$ cat src/design/tmf_pkg.sv
// tmf_pkg: shared types and constants of the multichannel trimmed-mean filter
// state encoding, control bundles toward the accumulator and divider
// depends on nothing
package tmf_pkg;

    localparam int SAMPLE_W     = 16;
    localparam int CHANNEL_W    = 2;
    localparam int DEF_CHANNELS = 4;
    localparam int DEF_WINDOW   = 12;

    typedef enum logic [2:0] {
        S_CLEAR,
        S_IDLE,
        S_READ,
        S_DRAIN,
        S_TRIM,
        S_ABS,
        S_MUL,
        S_OUT
    } t_state;

    // accumulator control: start loads the first entry, step folds in the next
    typedef struct packed {
        logic start;
        logic step;
    } t_acc_ctl;

    // divider stage load enables
    typedef struct packed {
        logic ld_trim;
        logic ld_abs;
        logic ld_mul;
    } t_div_ctl;

endpackage

$ cat src/design/tmf_ram.sv
// tmf_ram: generic simple dual-port ram, one write port, one registered read port
// depends on nothing
module tmf_ram #(
    parameter int WIDTH = 16,
    parameter int DEPTH = 48
) (
    input  logic                     i_clk,
    input  logic                     i_we,
    input  logic [$clog2(DEPTH)-1:0] i_waddr,
    input  logic [WIDTH-1:0]         i_wdata,
    input  logic [$clog2(DEPTH)-1:0] i_raddr,
    output logic [WIDTH-1:0]         o_rdata
);

    logic [WIDTH-1:0] r_mem [DEPTH];
    logic [WIDTH-1:0] r_rdata;

    always_ff @(posedge i_clk) begin
        if (i_we) begin
            r_mem[i_waddr] <= i_wdata;
        end
        r_rdata <= r_mem[i_raddr];
    end

    assign o_rdata = r_rdata;

endmodule

$ cat src/design/tmf_accum.sv
// tmf_accum: running sum, largest and smallest entry over one window walk
// depends on tmf_pkg (t_acc_ctl, SAMPLE_W)
module tmf_accum #(
    parameter int WINDOW = tmf_pkg::DEF_WINDOW
) (
    input  logic                                         i_clk,
    input  tmf_pkg::t_acc_ctl                            i_ctl,
    input  logic signed [tmf_pkg::SAMPLE_W-1:0]          i_data,
    output logic signed [tmf_pkg::SAMPLE_W+$clog2(WINDOW)-1:0] o_sum,
    output logic signed [tmf_pkg::SAMPLE_W-1:0]          o_hi,
    output logic signed [tmf_pkg::SAMPLE_W-1:0]          o_lo
);

    localparam int SUM_W = tmf_pkg::SAMPLE_W + $clog2(WINDOW);

    logic signed [SUM_W-1:0]            r_sum;
    logic signed [tmf_pkg::SAMPLE_W-1:0] r_hi;
    logic signed [tmf_pkg::SAMPLE_W-1:0] r_lo;
    logic signed [SUM_W-1:0]            w_data_ext;

    assign w_data_ext = SUM_W'(i_data);

    always_ff @(posedge i_clk) begin
        if (i_ctl.start) begin
            r_sum <= w_data_ext;
            r_hi  <= i_data;
            r_lo  <= i_data;
        end else if (i_ctl.step) begin
            r_sum <= r_sum + w_data_ext;
            if (i_data > r_hi) begin
                r_hi <= i_data;
            end
            if (i_data < r_lo) begin
                r_lo <= i_data;
            end
        end
    end

    assign o_sum = r_sum;
    assign o_hi  = r_hi;
    assign o_lo  = r_lo;

endmodule

$ cat src/design/tmf_div.sv
// tmf_div: trims the sum and divides by WINDOW-2 toward zero in three stages
// reciprocal multiply, exact for every magnitude the trimmed sum can take
// depends on tmf_pkg (t_div_ctl, SAMPLE_W)
module tmf_div #(
    parameter int WINDOW = tmf_pkg::DEF_WINDOW
) (
    input  logic                                               i_clk,
    input  tmf_pkg::t_div_ctl                                  i_ctl,
    input  logic signed [tmf_pkg::SAMPLE_W+$clog2(WINDOW)-1:0] i_sum,
    input  logic signed [tmf_pkg::SAMPLE_W-1:0]                i_hi,
    input  logic signed [tmf_pkg::SAMPLE_W-1:0]                i_lo,
    output logic        [tmf_pkg::SAMPLE_W-1:0]                o_quot
);

    localparam int SUM_W   = tmf_pkg::SAMPLE_W + $clog2(WINDOW);
    localparam int MAG_W   = SUM_W - 1;
    localparam int DIVISOR = WINDOW - 2;
    localparam int SHIFT   = MAG_W + $clog2(DIVISOR);
    localparam int RCP_W   = SHIFT + 1;
    localparam int PROD_W  = MAG_W + RCP_W;
    localparam logic [63:0] RECIP64 =
        ((64'd1 << SHIFT) + 64'(DIVISOR) - 64'd1) / 64'(DIVISOR);
    localparam logic [RCP_W-1:0] RECIP = RECIP64[RCP_W-1:0];

    logic signed [SUM_W-1:0]  r_trim;
    logic        [MAG_W-1:0]  r_mag;
    logic                     r_neg;
    logic                     r_neg_d;
    logic        [PROD_W-1:0] r_prod;
    logic        [SUM_W-1:0]  w_abs;
    logic [tmf_pkg::SAMPLE_W-1:0] w_q;

    assign w_abs = r_trim[SUM_W-1] ? SUM_W'(-r_trim) : SUM_W'(r_trim);

    always_ff @(posedge i_clk) begin
        if (i_ctl.ld_trim) begin
            r_trim <= i_sum - SUM_W'(i_hi) - SUM_W'(i_lo);
        end
        if (i_ctl.ld_abs) begin
            r_mag <= w_abs[MAG_W-1:0];
            r_neg <= r_trim[SUM_W-1];
        end
        if (i_ctl.ld_mul) begin
            r_prod  <= PROD_W'(r_mag) * PROD_W'(RECIP);
            r_neg_d <= r_neg;
        end
    end

    assign w_q    = r_prod[SHIFT +: tmf_pkg::SAMPLE_W];
    assign o_quot = r_neg_d ? (~w_q + 1'b1) : w_q;

endmodule

$ cat src/design/multichannel_trimmed_mean_filter_top.sv
// multichannel_trimmed_mean_filter_top: per-channel olympic filter over a ram window
// depends on tmf_pkg, tmf_ram, tmf_accum, tmf_div
//
// input channel: i_valid / o_stall carrying i_sample (signed) and i_channel.
// output channel: o_valid / i_stall carrying o_filtered, one item per input item.
// an item is taken when valid is high and stall is low on that side.
// on acceptance the sample is written into its channel's window, then the
// WINDOW entries are read back from the window ram one per cycle (single read
// port) to build sum, maximum and minimum; trim, abs and reciprocal multiply
// follow one stage each. the block takes no new item until the current one
// has passed the final step.
// a channel number at or above CHANNELS writes nothing, skips the walk and
// returns 0 from the final step.
// after reset every entry of the ram is swept to zero while o_stall stays high.
// the result sits in an output register: while the receiver stalls it holds,
// and the block may already take and work on the next item; it waits at the
// final step until the output register is free.
module multichannel_trimmed_mean_filter_top #(
    parameter int CHANNELS = tmf_pkg::DEF_CHANNELS,
    parameter int WINDOW   = tmf_pkg::DEF_WINDOW
) (
    input  logic                                i_clk,
    input  logic                                i_rst_n,
    input  logic                                i_valid,
    output logic                                o_stall,
    input  logic signed [tmf_pkg::SAMPLE_W-1:0] i_sample,
    input  logic [tmf_pkg::CHANNEL_W-1:0]       i_channel,
    output logic                                o_valid,
    input  logic                                i_stall,
    output logic signed [tmf_pkg::SAMPLE_W-1:0] o_filtered
);

    localparam int DEPTH = CHANNELS * WINDOW;
    localparam int AW    = $clog2(DEPTH);
    localparam int PW    = $clog2(WINDOW);
    localparam int CI_W  = (CHANNELS > 1) ? $clog2(CHANNELS) : 1;
    localparam int SUM_W = tmf_pkg::SAMPLE_W + $clog2(WINDOW);

    tmf_pkg::t_state r_state, n_state;

    logic [PW-1:0]   r_pos [CHANNELS];
    logic [AW-1:0]   r_clr_addr;
    logic [AW-1:0]   r_base;
    logic [PW-1:0]   r_k;
    logic            r_rd_vld;
    logic            r_rd_first;
    logic            r_bad;
    logic            r_out_valid;
    logic [tmf_pkg::SAMPLE_W-1:0] r_out_data;

    logic                  w_accept;
    logic                  w_in_range;
    logic [CI_W+tmf_pkg::CHANNEL_W-1:0] w_ch_ext;
    logic [CI_W-1:0]       w_ch_idx;
    logic [PW-1:0]         w_cur_pos;
    logic [AW-1:0]         w_in_base;
    logic                  w_out_free;
    logic                  w_out_load;
    logic                  w_we;
    logic [AW-1:0]         w_waddr;
    logic [tmf_pkg::SAMPLE_W-1:0] w_wdata;
    logic [AW-1:0]         w_raddr;
    logic [tmf_pkg::SAMPLE_W-1:0] w_rdata;
    logic                  w_k_last;
    logic                  w_clr_last;
    tmf_pkg::t_acc_ctl     w_acc_ctl;
    tmf_pkg::t_div_ctl     w_div_ctl;
    logic signed [SUM_W-1:0]            w_sum;
    logic signed [tmf_pkg::SAMPLE_W-1:0] w_hi;
    logic signed [tmf_pkg::SAMPLE_W-1:0] w_lo;
    logic [tmf_pkg::SAMPLE_W-1:0]        w_quot;

    assign w_accept   = i_valid && !o_stall;
    assign w_in_range = (32'(i_channel) < CHANNELS);
    assign w_ch_ext   = (CI_W + tmf_pkg::CHANNEL_W)'(i_channel);
    assign w_ch_idx   = w_ch_ext[CI_W-1:0];
    assign w_cur_pos  = r_pos[w_ch_idx];
    assign w_in_base  = AW'(32'(i_channel) * 32'(WINDOW));
    assign w_out_free = !r_out_valid || !i_stall;
    assign w_k_last   = (r_k == PW'(WINDOW - 1));
    assign w_clr_last = (r_clr_addr == AW'(DEPTH - 1));

    // next state
    always_comb begin
        n_state = r_state;
        case (r_state)
            tmf_pkg::S_CLEAR: begin
                if (w_clr_last) begin
                    n_state = tmf_pkg::S_IDLE;
                end
            end
            tmf_pkg::S_IDLE: begin
                if (w_accept) begin
                    n_state = w_in_range ? tmf_pkg::S_READ : tmf_pkg::S_OUT;
                end
            end
            tmf_pkg::S_READ: begin
                if (w_k_last) begin
                    n_state = tmf_pkg::S_DRAIN;
                end
            end
            tmf_pkg::S_DRAIN: n_state = tmf_pkg::S_TRIM;
            tmf_pkg::S_TRIM:  n_state = tmf_pkg::S_ABS;
            tmf_pkg::S_ABS:   n_state = tmf_pkg::S_MUL;
            tmf_pkg::S_MUL:   n_state = tmf_pkg::S_OUT;
            tmf_pkg::S_OUT: begin
                if (w_out_free) begin
                    n_state = tmf_pkg::S_IDLE;
                end
            end
            default: n_state = tmf_pkg::S_IDLE;
        endcase
    end

    // outputs of the sequencer
    always_comb begin
        o_stall    = 1'b1;
        w_we       = 1'b0;
        w_waddr    = r_clr_addr;
        w_wdata    = '0;
        w_raddr    = AW'(r_base + AW'(r_k));
        w_out_load = 1'b0;
        w_div_ctl  = '0;
        case (r_state)
            tmf_pkg::S_CLEAR: begin
                w_we = 1'b1;
            end
            tmf_pkg::S_IDLE: begin
                o_stall = 1'b0;
                w_we    = w_accept && w_in_range;
                w_waddr = AW'(w_in_base + AW'(w_cur_pos));
                w_wdata = i_sample;
            end
            tmf_pkg::S_TRIM: w_div_ctl.ld_trim = 1'b1;
            tmf_pkg::S_ABS:  w_div_ctl.ld_abs  = 1'b1;
            tmf_pkg::S_MUL:  w_div_ctl.ld_mul  = 1'b1;
            tmf_pkg::S_OUT: begin
                w_out_load = w_out_free;
            end
            default: begin
            end
        endcase
    end

    // entries come back from the registered read port in the cycle after their read
    assign w_acc_ctl.start = r_rd_vld && r_rd_first;
    assign w_acc_ctl.step  = r_rd_vld && !r_rd_first;

    always_ff @(posedge i_clk) begin
        if (!i_rst_n) begin
            r_state     <= tmf_pkg::S_CLEAR;
            r_clr_addr  <= '0;
            r_k         <= '0;
            r_rd_vld    <= 1'b0;
            r_rd_first  <= 1'b0;
            r_out_valid <= 1'b0;
            for (int c = 0; c < CHANNELS; c++) begin
                r_pos[c] <= '0;
            end
        end else begin
            r_state    <= n_state;
            r_rd_vld   <= (r_state == tmf_pkg::S_READ);
            r_rd_first <= (r_state == tmf_pkg::S_READ) && (r_k == '0);
            if (r_state == tmf_pkg::S_CLEAR) begin
                r_clr_addr <= AW'(r_clr_addr + 1'b1);
            end
            if (r_state == tmf_pkg::S_READ) begin
                r_k <= w_k_last ? '0 : PW'(r_k + 1'b1);
            end
            if (w_accept && w_in_range) begin
                r_pos[w_ch_idx] <= (w_cur_pos == PW'(WINDOW - 1)) ? '0
                                                                  : PW'(w_cur_pos + 1'b1);
            end
            if (w_out_load) begin
                r_out_valid <= 1'b1;
            end else if (!i_stall) begin
                r_out_valid <= 1'b0;
            end
        end
    end

    always_ff @(posedge i_clk) begin
        if (w_accept) begin
            r_base <= w_in_base;
            r_bad  <= !w_in_range;
        end
        if (w_out_load) begin
            r_out_data <= r_bad ? '0 : w_quot;
        end
    end

    tmf_ram #(
        .WIDTH (tmf_pkg::SAMPLE_W),
        .DEPTH (DEPTH)
    ) u_window_ram (
        .i_clk   (i_clk),
        .i_we    (w_we),
        .i_waddr (w_waddr),
        .i_wdata (w_wdata),
        .i_raddr (w_raddr),
        .o_rdata (w_rdata)
    );

    tmf_accum #(
        .WINDOW (WINDOW)
    ) u_accum (
        .i_clk  (i_clk),
        .i_ctl  (w_acc_ctl),
        .i_data (w_rdata),
        .o_sum  (w_sum),
        .o_hi   (w_hi),
        .o_lo   (w_lo)
    );

    tmf_div #(
        .WINDOW (WINDOW)
    ) u_div (
        .i_clk  (i_clk),
        .i_ctl  (w_div_ctl),
        .i_sum  (w_sum),
        .i_hi   (w_hi),
        .i_lo   (w_lo),
        .o_quot (w_quot)
    );

    assign o_valid    = r_out_valid;
    assign o_filtered = r_out_data;

    // a new result only ever comes from the final step
    a_out_from_final: assert property (@(posedge i_clk) disable iff (!i_rst_n)
        $rose(o_valid) |-> $past(r_state) == tmf_pkg::S_OUT)
        else $error("result appeared outside the final step");

    // the window is never written while it is being walked
    a_no_write_in_walk: assert property (@(posedge i_clk) disable iff (!i_rst_n)
        (r_state == tmf_pkg::S_READ || r_state == tmf_pkg::S_DRAIN) |-> !w_we)
        else $error("window write during read walk");

    // an unknown channel yields zero
    a_bad_channel_zero: assert property (@(posedge i_clk) disable iff (!i_rst_n)
        (w_out_load && r_bad) |=> (o_valid && o_filtered == '0))
        else $error("unknown channel gave a nonzero result");

    // accumulator sees exactly one start per walk, right after the first read
    a_start_after_first: assert property (@(posedge i_clk) disable iff (!i_rst_n)
        w_acc_ctl.start |-> $past(r_state) == tmf_pkg::S_READ && $past(r_k) == '0)
        else $error("accumulator start out of place");

endmodule

$ cat config.mk
export PLATFORM = sky130hd
export DESIGN_NAME = multichannel_trimmed_mean_filter_top
export DESIGN_NICKNAME = d
export VERILOG_FILES = /design/src/design/tmf_pkg.sv /design/src/design/tmf_ram.sv /design/src/design/tmf_accum.sv /design/src/design/tmf_div.sv /design/src/design/multichannel_trimmed_mean_filter_top.sv
export SDC_FILE = /design/constraint.sdc
export NUM_CORES = 1
export LEC_CHECK = 0
export ABC_CLOCK_PERIOD_IN_PS = 6800
export BUFFER_PORTS_ARGS = -buffer_cell sky130_fd_sc_hd__buf_2
export CORE_ASPECT_RATIO = 0.6
export CORE_UTILIZATION = 40
export CTS_CLUSTER_DIAMETER = 40
export DETAILED_ROUTE_END_ITERATION = 10
export SYNTH_ARGS = -nofsm -noshare
export SYNTH_HDL_FRONTEND = slang
export SYNTH_SLANG_ARGS = --single-unit
export TNS_END_PERCENT = 30
$ cat constraint.sdc
create_clock -name i_clk -period 6.8 [get_ports i_clk]
set_input_delay 0.68 -clock i_clk [delete_from_list [all_inputs] [get_ports i_clk]]
set_output_delay 0.68 -clock i_clk [all_outputs]
set_load 0.02 [all_outputs]
==> results of run 1 <==
## through the flow
step           cell area, sq um  total power [mW]
3_3_place_gp              47100              9.44
5_1_grt                   50200              15.2
4_1_cts                   50200              14.7
6_report                  50200              14.7
2_1_floorplan             45000              8.60
3_5_place_dp              47100              9.54
## final cells by class
| class | count | area [sq um] |
|---|---|---|
| Antenna cell | 3 | 7.51 |
| Clock buffer | 111 | 2460 |
| Clock inverter | 60 | 619 |
| Fill cell | 9524 | 60400 |
| Inverter | 258 | 968 |
| Multi-Input combinational cell | 1488 | 15500 |
| Sequential cell | 945 | 28100 |
| Tap cell | 1488 | 1860 |
| Timing Repair Buffer | 101 | 698 |
## registers in the layout (all words and copies together) (netlist names), 6 cells and up
signal                count
u_window_ram.r_mem      768
u_window_ram.o_rdata     16
u_accum.o_lo             16
r_pos                    16
u_accum.o_hi             16
u_div.r_trim             20
u_accum.o_sum            20
u_div.r_mag              19
r_clr_addr                6
u_div.r_prod             16
o_filtered               16
## kinds of logic after synthesis
kind of cell             synth area share [%]
buffers and inverters                    3.22
adder cells (fa/ha/maj)                  11.7
AO/OA/AOI/OAI                            4.55
AND/OR/NAND/NOR                          4.91
multiplexers                             11.5
flip-flops                               62.4
XOR/XNOR                                 1.75
## worst max-delay path by stage
stage / to / cells past startpoint
finish: u_div.r_prod[31] / 17
global route: u_div.r_prod[31] / 21
CTS: u_div.r_prod[31] / 17
detailed placement: u_div.r_prod[31] / 17
global placement: u_div.r_prod[31] / 21
floorplan: u_div.r_prod[31] / 21
## worst min-delay path, stage by stage
cell and delay, ns:
buf_2 0.13, nand2_1 0.10, a21boi_0 0.08
## power groups by stage
stage / Clock, mW / Sequential [mW] / Combinational (mW)
floorplan: 0 / 7.27 / 1.32
global placement: 0 / 7.32 / 2.11
detailed placement: 0 / 7.35 / 2.19
CTS: 5.28 / 7.23 / 2.20
global route: 5.51 / 7.26 / 2.39
finish: 5.19 / 7.23 / 2.23
## cell usage in the layout, fill, tap and decap left out, drive strengths merged, types with 59 or more instances in the layout
cell	count
nand2	128
a21oi	98
o21ai	73
nor2	185
clkbuf	111
inv	270
edfxtp	913
xnor2	59
fa	121
buf	101
mux4	212
ha	226
## routing by layer
metal	vias to the layer above	wire length (um)	track usage, %
met5	-	0	0
met4	0	1450	3.57
met3	104	12500	6.63
met2	1018	41100	24.1
met1	12700	56200	32.4
li1	10800	-	-
==> results.toml, run 1 <==
[route]
drc = 0
drt_first_pass_iters = 6
first_iter_violations = 2786
ant_nets = 0
wl_um = 111000
via_per_inst = 5.53
vias = 24600
wl_per_cell_um = 25.0

[synthesis]
synth_top_area_share_pct = 61.0
syn_nets = 3149
synth_area_leaders = "edfxtp_1 (61%), mux4_2 (11%), ha_1 (6.3%)"
ys_top_cells_by_count = "edfxtp_1 (913), inv_1 (256), ha_1 (226), mux4_2 (212), nor2_1 (185)"
synth_ff_type = "edfxtp_1"
syn_inst = 2780
async_reset_ff_share_pct = 0
synth_warnings = 0
ys_seq_elements = 945
synth_top_area_cell = "edfxtp_1"
syn-mean-instance-area_sq_um = 16.2
syn-cell-area_sq_um = 45000
seq_area_frac_synth_pct = 62.4
synth_edf_count = 913
synth.most_common_cell = "edfxtp_1"
ys_types = 76

[setup_path]
worst-path-max-fanout = 5
reg2regPathDepth = 17
r2r_slack_ns = 0.84
required_ns = 7.22
cp_slowest_cell = "fa_1"
end_kind = "register"
path_cells = "ha_1, fa_1, fa_1, inv_1, fa_1, fa_1, inv_1, fa_1, ha_1, a211oi_1, o21ai_0, a21oi_1, o221ai_1, a21oi_1, o21bai_1, a221oi_1, xnor2_1"
arrival_ns = 6.38
crit_family = "adder cells"
r2r_start = "u_div.r_mag[4]"
reg2reg_to = "u_div.r_prod[31]"
start_kind = "register"
crit_buf_inv = 2
startpoint = "u_div.r_mag[4]"
max_stage_delay_ns = 0.70
crit_type = "reg2reg"
critPathMostFrequentCell = "fa_1"

[min_path]
hold_depth = 3
worst_hold_path_type = "in2reg"
whs_endpoint = "o_valid"
worstHoldStart = "i_stall"

[sta]
drv_slew = 0
finalCritPeriodShare_pct = 87.7
fin_tns_setup_ns = 0
tightest_slew_ns = 1.33
setup_slack_ns = 0.839
skew_ns = 0.0333
period_needed_ns = 5.96
holdWs_ns = 0.372
fmax_mhz = 168
setup_viol = 0
rsz0062_at_grt = "no"
slew_headroom_pct = 11.3
hold_viol_final = 0

[finish]
stdcell_count = 4454
layout-drive-gt1-share_pct = 17.3
nets = 3258
fin_util_pct = 45.4
syn_to_final_growth_pct = 11.6

[cts]
cts_hold_buf = 0
clk_latency_ns = 0.70
path_clk_slew_ns = 0.06
htree_levels = 3
cts_resized = 0
ctsRootBufferMaster = "clkbuf_16"
max-clock-path-buffers = 3
cts_buffers = 95
cts_setup_buffers = 0
cts_tree = "built"
cts_sinks = 945

[power_and_ir_drop]
p_comb_share_pct = 15.2
p_sw_share_pct = 27.4
ir_drop_v = 0.000204
power_density_nw_per_um2 = 292
switchingPower_mw = 4.02
leakagePower_nw = 18.0
p_int_mw = 10.6
pwr-share-seq_pct = 49.3
power_frac_clock_pct = 35.4

[run_status]
status = "complete, no violations"

[place]
post-place-ws_ns = 0.910
dp.final_hpwl_um = 74800
numPortBuffers = 39
place.gp.congestion = 0.881
dp.cells = 4280

[floorplanning]
die_y_um = 262
pin_count = 40
start_util_pct = 40.7
rows = 94
die_w_um = 435
die_area_sq_um = 114000
core_sq_um = 111000

[global_routing]
overflow = 0
grt_pass1_vias = 24000
antenna_found_initial = 6
grtUsageTotal_pct = 19.6
grt_pass1_wl_um = 162000
grt_max_degree = 94

[run]
drv_cap = 0
Power figures use the tool's default switching activity.
==> run 2: changes to the inputs <==
- PLACE_DENSITY: not set -> 0.58
==> run 2 against run 1 <==
Die area unchanged. Sequential power barely moved. Sequential share of layout area shrank 0.38 points. First-iteration DRC count decreased by 7.1%. Global-route usage grew 0.21 points. Non-clock buffer count increased by 5. Sequential cell count did not move. Power increased by 2.6%.
==> results.toml, run 2 (synthesis gave the netlist of run 1 again) <==
[sta]
drv_slew = 0
fin_tns_setup_ns = 0
rsz0062_at_grt = "no"
finalCritPeriodShare_pct = 85.6
period_needed_ns = 5.82
hold_viol_final = 0
holdWs_ns = 0.394
tightest_slew_ns = 1.27
setup_slack_ns = 0.982
slew_headroom_pct = 15.7
setup_viol = 0
fmax_mhz = 172
skew_ns = 0.0310

[setup_path]
required_ns = 7.24
worst-path-max-fanout = 6
end_kind = "register"
crit_buf_inv = 6
start_kind = "register"
arrival_ns = 6.26
crit_family = "adder cells"
cp_slowest_cell = "fa_1"
critPathMostFrequentCell = "inv_1"
max_stage_delay_ns = 0.59
crit_type = "reg2reg"
path_cells = "ha_1, inv_1, fa_1, inv_1, fa_1, inv_1, fa_1, inv_1, fa_1, inv_1, fa_1, inv_1, ha_1, nand3_1, o21bai_1, a211o_1, o221ai_1, a21oi_1, o21bai_1, a221oi_1, xnor2_1"

[route]
first_iter_violations = 2589
wl_per_cell_um = 25.0
drc = 0
via_per_inst = 5.50
vias = 24600
wl_um = 112000
ant_nets = 0
drt_first_pass_iters = 5

[floorplanning]
die_y_um = 262
start_util_pct = 40.7
die_w_um = 435
die_area_sq_um = 114000
pin_count = 40
core_sq_um = 111000
rows = 94

[place]
numPortBuffers = 39
place.gp.congestion = 0.894
post-place-ws_ns = 0.993
dp.final_hpwl_um = 74800

[run_status]
status = "complete, no violations"

[power_and_ir_drop]
p_int_mw = 11.0
power_density_nw_per_um2 = 298
ir_drop_v = 0.000232
switchingPower_mw = 4.06
power_frac_clock_pct = 37.4
p_sw_share_pct = 27.0
p_comb_share_pct = 14.7
pwr-share-seq_pct = 48.0
leakagePower_nw = 18.2

[global_routing]
antenna_found_initial = 4
grtUsageTotal_pct = 19.8
grt_pass1_wl_um = 165000
grt_max_degree = 119
grt_pass1_vias = 24400
overflow = 0

[cts]
clk_latency_ns = 0.70
max-clock-path-buffers = 3
cts_sinks = 945
path_clk_slew_ns = 0.06
htree_levels = 3
cts_hold_buf = 0
cts_tree = "built"
cts_resized = 0
cts_buffers = 101
ctsRootBufferMaster = "clkbuf_16"
cts_setup_buffers = 0

[min_path]
worst_hold_path_type = "in2reg"

[finish]
top_register = "u_window_ram.r_mem"
most-common-layout-cells = "edfxtp_1 (913), inv_1 (256), ha_1 (225), mux4_2 (212), nor2_1 (183)"
syn_to_final_growth_pct = 12.4
nets = 3269
layout_commonest_cell = "edfxtp_1"
layout-drive-gt1-share_pct = 17.8
largest_reg_flops = 768

[run]
drv_cap = 0
## run 2: cell types whose count changed in the layout (fill, tap and decap cells not counted), sizes merged
cell / change
clkbuf: +6
inv: +6
buf: +5
bufinv: +4
## run 2: metal layers
layer | vias to the layer above | wire length [um] | global-route usage (%)
li1 | 10800 | - | -
met1 | 12700 | 56000 | 32.5
met2 | 1005 | 44000 | 26.4
met3 | 115 | 10200 | 4.23
met4 | 0 | 1710 | 3.94
met5 | - | 0 | 0
## run 2: layout make-up
cell class              count  area (sq um)
fillers                  9620         60000
flip-flops and latches    945         28100
multi-input cells        1488         15500
clock buffers             117          2630
well taps                1488          1860
inverters                 258           968
clock inverters            70           753
repair buffers            106           736
diodes                      3          7.51
## run 2: stage by stage
step	total power, mW	area (sq um)	cells	utilization (%)
after detailed placement	9.53	47100	4285	42.6
after CTS	15.1	50500	4472	45.7
after floorplan	8.60	45000	2780	-
after global placement	9.44	47100	4285	42.6
after global routing	15.5	50500	4472	45.7
final	15.0	50500	4475	45.7
## run 2: power groups by stage
stage / combinational [mW] / sequential (mW) / clock, mW
finish: 2.20 / 7.21 / 5.62
global route: 2.37 / 7.24 / 5.92
CTS: 2.20 / 7.22 / 5.71
detailed placement: 2.19 / 7.34 / 0
global placement: 2.13 / 7.31 / 0
floorplan: 1.32 / 7.27 / 0
## run 2: final timing paths
kind                            slack [ns]                to             from  cells past startpoint
worst max-delay path                  0.98  u_div.r_prod[31]  u_div.r_mag[10]                     21
worst min-delay path                  0.39         r_base[2]     i_channel[0]                      1
worst max register to register        0.98  u_div.r_prod[31]  u_div.r_mag[10]                     21
worst min register to register        0.44     u_div.r_neg_d      u_div.r_neg                      0
## run 2: worst reg2reg max path: stages, from the launching register on
cell	delay, ns
edfxtp_1	0.54
ha_1	0.25
inv_1	0.07
fa_1	0.59
inv_1	0.07
fa_1	0.47
inv_1	0.05
fa_1	0.50
inv_1	0.07
fa_1	0.48
inv_1	0.06
fa_1	0.50
inv_1	0.04
ha_1	0.34
nand3_1	0.12
o21bai_1	0.17
a211o_1	0.29
o221ai_1	0.18
a21oi_1	0.11
o21bai_1	0.35
a221oi_1	0.16
xnor2_1	0.16
